`config.mk`:
```
export PLATFORM = sky130hd
export DESIGN_NAME = char_lcd_cursor_translator
export DESIGN_NICKNAME = d
export VERILOG_FILES = /design/src/hw/rtl/clcd_pkg.sv /design/src/hw/rtl/clcd_decode.sv /design/src/hw/rtl/clcd_queue.sv /design/src/hw/rtl/char_lcd_cursor_translator.sv
export SDC_FILE = /design/constraint.sdc
export NUM_CORES = 1
export LEC_CHECK = 0
export BUFFER_PORTS_ARGS = -buffer_cell sky130_fd_sc_hd__buf_4
export CORE_ASPECT_RATIO = 0.6
export CORE_UTILIZATION = 60
export DETAILED_ROUTE_END_ITERATION = 12
export PLACE_DENSITY = 0.84
export SYNTH_ARGS = -nofsm -noshare
export SYNTH_HDL_FRONTEND = slang
export SYNTH_SLANG_ARGS = --single-unit
```
`constraint.sdc`:
```
create_clock -name clk -period 5.59 [get_ports clk]
set_clock_uncertainty 0.05 [all_clocks]
set_input_delay 0.559 -clock clk [delete_from_list [all_inputs] [get_ports clk]]
set_output_delay 0.559 -clock clk [all_outputs]
set_load 0.05 [all_outputs]
```
`src/hw/rtl/clcd_pkg.sv`:
```
// Package for the character LCD cursor translator.
// Holds character codes, LCD command bytes, queue sizes and the beat, decode and queue status types.
// Depends on nothing.
package clcd_pkg;

  localparam logic [7:0] CH_NEWLINE = 8'h0A;
  localparam logic [7:0] CH_CLEAR   = 8'h40;
  localparam logic [7:0] CH_ROW     = 8'h5E;
  localparam logic [7:0] CH_LEFT    = 8'h3C;
  localparam logic [7:0] CH_RIGHT   = 8'h3E;

  localparam logic [7:0] CMD_CLEAR      = 8'h01;
  localparam logic [7:0] CMD_HOME       = 8'h02;
  localparam logic [7:0] CMD_SHIFT_LEFT = 8'h10;
  localparam logic [7:0] CMD_SHIFT_RGHT = 8'h14;
  localparam logic [7:0] CMD_ROW2_START = 8'hC0;
  localparam logic [7:0] CMD_ROW2_END   = 8'hCF;
  localparam logic [7:0] CMD_ROW1_END   = 8'h8F;
  localparam logic [7:0] ROW1_OFFSET    = 8'h70;

  localparam int unsigned QDEPTH = 4;
  localparam int unsigned QAW    = 2;
  localparam int unsigned QCW    = 3;

  typedef struct packed {
    logic [7:0] lcd_byte;
    logic       reg_select;
    logic       last;
  } lcd_beat_t;

  typedef struct packed {
    logic [1:0] cnt;
    lcd_beat_t  beat0;
    lcd_beat_t  beat1;
    logic [4:0] cursor_nxt;
  } dec_out_t;

  typedef struct packed {
    logic [QCW-1:0] level;
    logic           room2;
  } q_stat_t;

endpackage

```
`src/hw/rtl/clcd_decode.sv`:
```
// Decoder that maps one character and the current cursor to LCD writes.
// Uses types and constants from clcd_pkg.
module clcd_decode (
  input  logic [7:0]        ch,
  input  logic [4:0]        cursor,
  output clcd_pkg::dec_out_t dec
);

  logic [5:0] pos;
  logic [7:0] b0;
  logic       rs0;
  logic       first;
  logic       second;
  logic [7:0] b1;

  always_comb begin
    pos   = {1'b0, cursor};
    b0    = clcd_pkg::CMD_CLEAR;
    rs0   = 1'b0;
    first = 1'b1;
    case (ch)
      clcd_pkg::CH_NEWLINE: begin
        first = 1'b0;
      end
      clcd_pkg::CH_CLEAR: begin
        b0  = clcd_pkg::CMD_CLEAR;
        pos = 6'd0;
      end
      clcd_pkg::CH_ROW: begin
        if (!cursor[4]) begin
          b0  = {3'b000, cursor} + clcd_pkg::CMD_ROW2_START;
          pos = {1'b0, cursor} + 6'd16;
        end else begin
          b0  = {3'b000, cursor} + clcd_pkg::ROW1_OFFSET;
          pos = {1'b0, cursor} - 6'd16;
        end
      end
      clcd_pkg::CH_LEFT: begin
        if (cursor == 5'd0) begin
          b0  = clcd_pkg::CMD_ROW2_END;
          pos = 6'd31;
        end else if (cursor == 5'd16) begin
          b0  = clcd_pkg::CMD_ROW1_END;
          pos = 6'd15;
        end else begin
          b0  = clcd_pkg::CMD_SHIFT_LEFT;
          pos = {1'b0, cursor} - 6'd1;
        end
      end
      clcd_pkg::CH_RIGHT: begin
        if (cursor == 5'd15) begin
          b0  = clcd_pkg::CMD_ROW2_START;
          pos = 6'd16;
        end else if (cursor == 5'd31) begin
          b0  = clcd_pkg::CMD_HOME;
          pos = 6'd0;
        end else begin
          b0  = clcd_pkg::CMD_SHIFT_RGHT;
          pos = {1'b0, cursor} + 6'd1;
        end
      end
      default: begin
        b0  = ch;
        rs0 = 1'b1;
        pos = {1'b0, cursor} + 6'd1;
      end
    endcase

    second = 1'b0;
    b1     = clcd_pkg::CMD_ROW2_START;
    if (first && pos == 6'd16) begin
      second = 1'b1;
    end else if (first && pos == 6'd32) begin
      second = 1'b1;
      b1     = clcd_pkg::CMD_HOME;
    end

    dec.cnt              = {1'b0, first} + {1'b0, second};
    dec.beat0.lcd_byte   = b0;
    dec.beat0.reg_select = rs0;
    dec.beat0.last       = !second;
    dec.beat1.lcd_byte   = b1;
    dec.beat1.reg_select = 1'b0;
    dec.beat1.last       = 1'b1;
    dec.cursor_nxt       = first ? pos[4:0] : cursor;
  end

endmodule

```
`src/hw/rtl/clcd_queue.sv`:
```
// Four-entry result queue that takes up to two beats per cycle and gives at most one, while pop is set.
// Uses types and constants from clcd_pkg.
module clcd_queue (
  input  logic                clk,
  input  logic                rst_n,
  input  logic [1:0]          push_cnt,
  input  clcd_pkg::lcd_beat_t push0,
  input  clcd_pkg::lcd_beat_t push1,
  input  logic                pop,
  output clcd_pkg::lcd_beat_t head,
  output logic                head_valid,
  output clcd_pkg::q_stat_t   stat
);

  clcd_pkg::lcd_beat_t              mem_r [clcd_pkg::QDEPTH];
  logic [clcd_pkg::QAW-1:0]         wr_ptr_r;
  logic [clcd_pkg::QAW-1:0]         wr_ptr_nxt;
  logic [clcd_pkg::QAW-1:0]         rd_ptr_r;
  logic [clcd_pkg::QAW-1:0]         rd_ptr_nxt;
  logic [clcd_pkg::QCW-1:0]         level_r;
  logic [clcd_pkg::QCW-1:0]         level_nxt;
  logic [clcd_pkg::QAW-1:0]         wr_ptr1;
  logic                             do_pop;

  assign do_pop     = pop && (level_r != '0);
  assign wr_ptr1    = wr_ptr_r + clcd_pkg::QAW'(1);
  assign wr_ptr_nxt = wr_ptr_r + push_cnt;
  assign rd_ptr_nxt = rd_ptr_r + clcd_pkg::QAW'(do_pop);
  assign level_nxt  = level_r + clcd_pkg::QCW'(push_cnt) - clcd_pkg::QCW'(do_pop);

  always_ff @(posedge clk) begin
    if (!rst_n) begin
      wr_ptr_r <= '0;
      rd_ptr_r <= '0;
      level_r  <= '0;
    end else begin
      wr_ptr_r <= wr_ptr_nxt;
      rd_ptr_r <= rd_ptr_nxt;
      level_r  <= level_nxt;
    end
  end

  always_ff @(posedge clk) begin
    if (push_cnt != 2'd0) begin
      mem_r[wr_ptr_r] <= push0;
    end
    if (push_cnt == 2'd2) begin
      mem_r[wr_ptr1] <= push1;
    end
  end

  assign head       = mem_r[rd_ptr_r];
  assign head_valid = (level_r != '0);
  assign stat.level = level_r;
  assign stat.room2 = (level_r <= clcd_pkg::QCW'(clcd_pkg::QDEPTH - 2));

endmodule

```
`src/hw/rtl/char_lcd_cursor_translator.sv`:
```
// Top level of the character LCD cursor translator.
// Instantiates clcd_decode and clcd_queue; uses clcd_pkg.
//
// Usage:
//   The input channel (in_valid, in_stall, in_ch) carries one character
//   per beat. The output channel (out_valid, out_stall, out_lcd_byte,
//   out_reg_select, out_last) carries one LCD controller write per beat;
//   out_last marks the final write caused by a character, and a newline
//   causes no write at all.
//   A character is decoded against the cursor register in the cycle it is
//   accepted and its writes enter a four-entry result queue, where they are
//   registered and reach the output behind any writes still queued.
//   One character is accepted per cycle while each causes at most one write
//   and out_stall is low; characters with two writes fill the queue faster
//   than the single output beat per cycle drains it. in_stall is raised while
//   the queue has fewer than two free entries.
//   When the receiver holds out_stall, the head write stays on the output
//   and the queue fills until the input stalls. Synchronous reset empties
//   the queue and sets the cursor to zero.
module char_lcd_cursor_translator (
  input  logic       clk,
  input  logic       rst_n,
  input  logic       in_valid,
  output logic       in_stall,
  input  logic [7:0] in_ch,
  output logic       out_valid,
  input  logic       out_stall,
  output logic [7:0] out_lcd_byte,
  output logic       out_reg_select,
  output logic       out_last
);

  clcd_pkg::dec_out_t  dec;
  clcd_pkg::lcd_beat_t head;
  clcd_pkg::q_stat_t   stat;
  logic [4:0]          cursor_r;
  logic [4:0]          cursor_nxt;
  logic                in_acc;
  logic [1:0]          push_cnt;

  clcd_decode u_decode (
    .ch     (in_ch),
    .cursor (cursor_r),
    .dec    (dec)
  );

  assign in_stall   = !stat.room2;
  assign in_acc     = in_valid && !in_stall;
  assign push_cnt   = in_acc ? dec.cnt : 2'd0;
  assign cursor_nxt = in_acc ? dec.cursor_nxt : cursor_r;

  always_ff @(posedge clk) begin
    if (!rst_n) begin
      cursor_r <= 5'd0;
    end else begin
      cursor_r <= cursor_nxt;
    end
  end

  clcd_queue u_queue (
    .clk        (clk),
    .rst_n      (rst_n),
    .push_cnt   (push_cnt),
    .push0      (dec.beat0),
    .push1      (dec.beat1),
    .pop        (!out_stall),
    .head       (head),
    .head_valid (out_valid),
    .stat       (stat)
  );

  assign out_lcd_byte   = head.lcd_byte;
  assign out_reg_select = head.reg_select;
  assign out_last       = head.last;

`ifndef SYNTHESIS
  a_level_max: assert property (@(posedge clk) disable iff (!rst_n)
    stat.level <= 3'(clcd_pkg::QDEPTH))
    else $error("result queue overfilled");

  a_beat_follows: assert property (@(posedge clk) disable iff (!rst_n)
    in_acc && in_ch != clcd_pkg::CH_NEWLINE |=> out_valid)
    else $error("accepted character produced no write");

  a_clear_home: assert property (@(posedge clk) disable iff (!rst_n)
    in_acc && in_ch == clcd_pkg::CH_CLEAR |=> cursor_r == 5'd0)
    else $error("clear did not reset the cursor");

  a_newline_hold: assert property (@(posedge clk) disable iff (!rst_n)
    in_acc && in_ch == clcd_pkg::CH_NEWLINE |=> $stable(cursor_r))
    else $error("newline moved the cursor");
`endif

endmodule
```
==> impl_results.md <==
- Synthesized area: 3070 µm²
- Syn nets: 354
- WS Path Type: reg2reg
- WL final: 7.72 mm
- Worst slack, placed: 0.857 ns
- Critical-path top delay cell: dfxtp_1
- Synth area leader: dfxtp_1
- Class of the worst hold path: reg2reg
- Most common cell in the netlist: nand2_1
- Initial Util: 64.9%
- Top FF cell, synth: dfxtp_1
- Worst-Margin Slew: 0.859 ns
- PostCTS Resize Cnt: 0
- Final antenna diode count: 0
- Dpl hpwl: 5.82 mm
- DRT Pass-1 Iters: 5
- Die ar.: 5420 µm²
- Antenna viol nets, final: 0
- Mean Syn Cell Area: 9.36 µm²
- Number of synthesized register bits: 52
- EDFF count, synth: 12
- Setup-failing EPs final: 0
- P_leak: 1.40 nW
- I/O pin total: 24
- Register area share after synthesis: 37.8%
- CTS tree: built
- I/O Buffers: 23
- Crit path cell chain: ha_1 -> and3_1 -> ha_1 -> nor2_1 -> nand4_1 -> o31ai_2 -> a211o_1 -> nor3_1 -> and2_1 -> ha_1 -> o211a_1 -> and3_1 -> nor2_1 -> inv_1
- CP Launch Type: flip-flop
- Clock Latency Late Sink: 0.30 ns
- Most frequent cells after synthesis: 41 x nand2_1, 40 x dfxtp_1, 26 x o21ai_0, 16 x nor2_1, 15 x inv_1
- Vias in the first global route: 2426
- Wire per inst: 19.0 µm
- CTS clock-pin slew for the worst setup and hold paths: 0.09 ns
- CTS Buffer Depth: 2
- Max IR drop VDD: 0.453 mV
- Crit. End Element: flip-flop
- Num rows: 19
- Cts hold-fix bufs: 0
- Synth area leaders: dfxtp_1 26%, edfxtp_1 12%, mux4_2 7.3%, ha_1 5.3%, nand2_1 5.0%
- Post-CTS Repair Setup Buffers: 0
- Core area: 4730 µm²
- Final Hold Fails: 0
- CP Max Fanout: 10
- Fill cells: 376
- FMAX: 209 MHz
- H-tree depth: 2
- Routability congestion estimate: 0.982
- Status: finished clean
- First-pass GRT wire length: 12.6 mm
- Setup tns final: 0 ns
- Via count: 2746
- Total CTS buffers: 5
- Iter 0 DRT Violations: 376
- Clock sinks: 52
- Die Ht: 57.4 µm
- Max stage delay on crit path: 0.58 ns
- # nets final: 369
- Crit share post-route: 85.6%
- Slew Limit Fails: 0
- Total GRT Usage: 31.1%
- Critical path arrival: 4.76 ns
- Via/cell ratio: 6.75
- Die W: 94.4 µm
- Final worst setup slack: 0.805 ns
- Cells after Synth: 328
- Critical path required time: 5.56 ns
- Layout area overhead: 9.86%
- Max-cap violation count: 0
- Post-synth top area share: 26.1%
- Worst Path Buf+Inv: 1
- Most frequent CP cell: ha_1
- Initial antenna violation count: 0
- DRC: 0
- Pwr per Cell Area: 472 nW/µm²
- Rel. slew slack: 42.7%
- Unrepaired setup endpoints after global routing: no
- Ys async rst share: 0%
- Minimum clock period: 4.79 ns
- Flop-to-flop setup slack: 0.80 ns
- CTS root buffer: clkbuf_8
- Synth Warn #: 0
- Largest net degree at the start of global routing: 17
- Layout cells sized above 1: 14.8%
- Global route overflow: 0
- Synth cell types: 61
- Delay-heaviest family, CP: simple AND/OR/NAND/NOR gates
[worst min-delay path, delay by kind of cell (launching register included)]
kind	cells	cell delay [ns]
flops	1	0.33
buf+inv	1	0.05
compound gates	1	0.05
[cell usage in the layout, fill, tap and decap left out, types with 4 or more instances in the layout]
cell type	netlist	layout
nand2_1	41	41
dfxtp_1	40	40
o21ai_0	26	26
buf_4	0	24
nor2_1	16	16
inv_1	15	15
nand3_1	13	13
ha_1	13	13
edfxtp_1	12	12
mux4_2	10	10
and2_1	9	9
a22o_1	9	9
nor3_1	8	8
and3_1	8	8
clkbuf_8	0	6
nor2b_1	5	5
xnor2_1	5	5
or3_1	5	5
a21oi_1	4	4
a31oi_1	4	4
a221oi_1	4	4
o2bb2ai_1	4	4
o22ai_1	4	4
[state kept, by name, indices dropped and copies added (netlist names)]
signal and cells:
u_queue.rd_ptr_r 2, u_queue.wr_ptr_r 2, u_queue.mem_r 40, cursor_r 5
u_queue.level_r 3
[path summary, 6_finish.rpt]
| path | depth (start not counted) | to | from |
|---|---|---|---|
| setup reg to reg | 14 | u_queue.mem_r[1][9] | cursor_r[0] |
| hold / removal | 2 | u_queue.mem_r[0][0] | u_queue.mem_r[0][0] |
| setup / recovery | 14 | u_queue.mem_r[1][9] | cursor_r[0] |
| hold reg to reg | 2 | u_queue.mem_r[0][0] | u_queue.mem_r[0][0] |
[stage by stage]
stage | cell area [µm²] | cells | hold WS, ns | total power, W | utilization, %
floorplan | 3070 | 328 | 0.370 | 0.00113 | -
CTS | 3370 | 407 | 0.408 | 0.00159 | 71.3
global route | 3370 | 407 | 0.427 | 0.00168 | 71.3
finish | 3370 | 407 | 0.412 | 0.00159 | 71.3
detailed placement | 3250 | 399 | 0.392 | 0.00132 | 68.7
global placement | 3250 | 399 | 0.380 | 0.00130 | 68.7
[final cells by class]
| cell class | instances | area, µm² | area share (%) |
|---|---|---|---|
| well taps | 63 | 78.8 | 2.34 |
| clock buffers | 6 | 82.6 | 2.45 |
| clock inverters | 2 | 38.8 | 1.15 |
| inverters | 15 | 56.3 | 1.67 |
| flip-flops and latches | 52 | 1160 | 34.4 |
| multi-input cells | 245 | 1780 | 52.6 |
| repair buffers | 24 | 180 | 5.34 |
[power by group]
part	switching (W)	internal [W]	total, W
Sequential	0.000109	0.000507	0.000616
Clock	0.000122	0.000146	0.000269
Combinational	0.000428	0.000280	0.000708
Total	0.000659	0.000933	0.00159
[logic make-up (layout without fill, tap and decap cells)]
family          count (synthesis)  count (layout)  synth area share (%)
compound gates                 80              80                  18.1
xor+xnor                        8               8                  2.28
fa+ha+maj                      14              14                  5.95
buf+inv                        31              47                  4.36
flops                          52              52                  37.8
mux                            11              11                  7.66
simple gates                  132             132                  23.8
[routing by layer]
layer | part of all wire, % | wire length (µm) | track usage (%)
met5 | 0 | 0 | 0
met1 | 48 | 3680 | 50.2
met4 | 1.0 | 79 | 6.59
met2 | 39 | 3040 | 41.3
met3 | 12 | 921 | 7.20
Note: power is estimated with default switching activity, not from simulation.
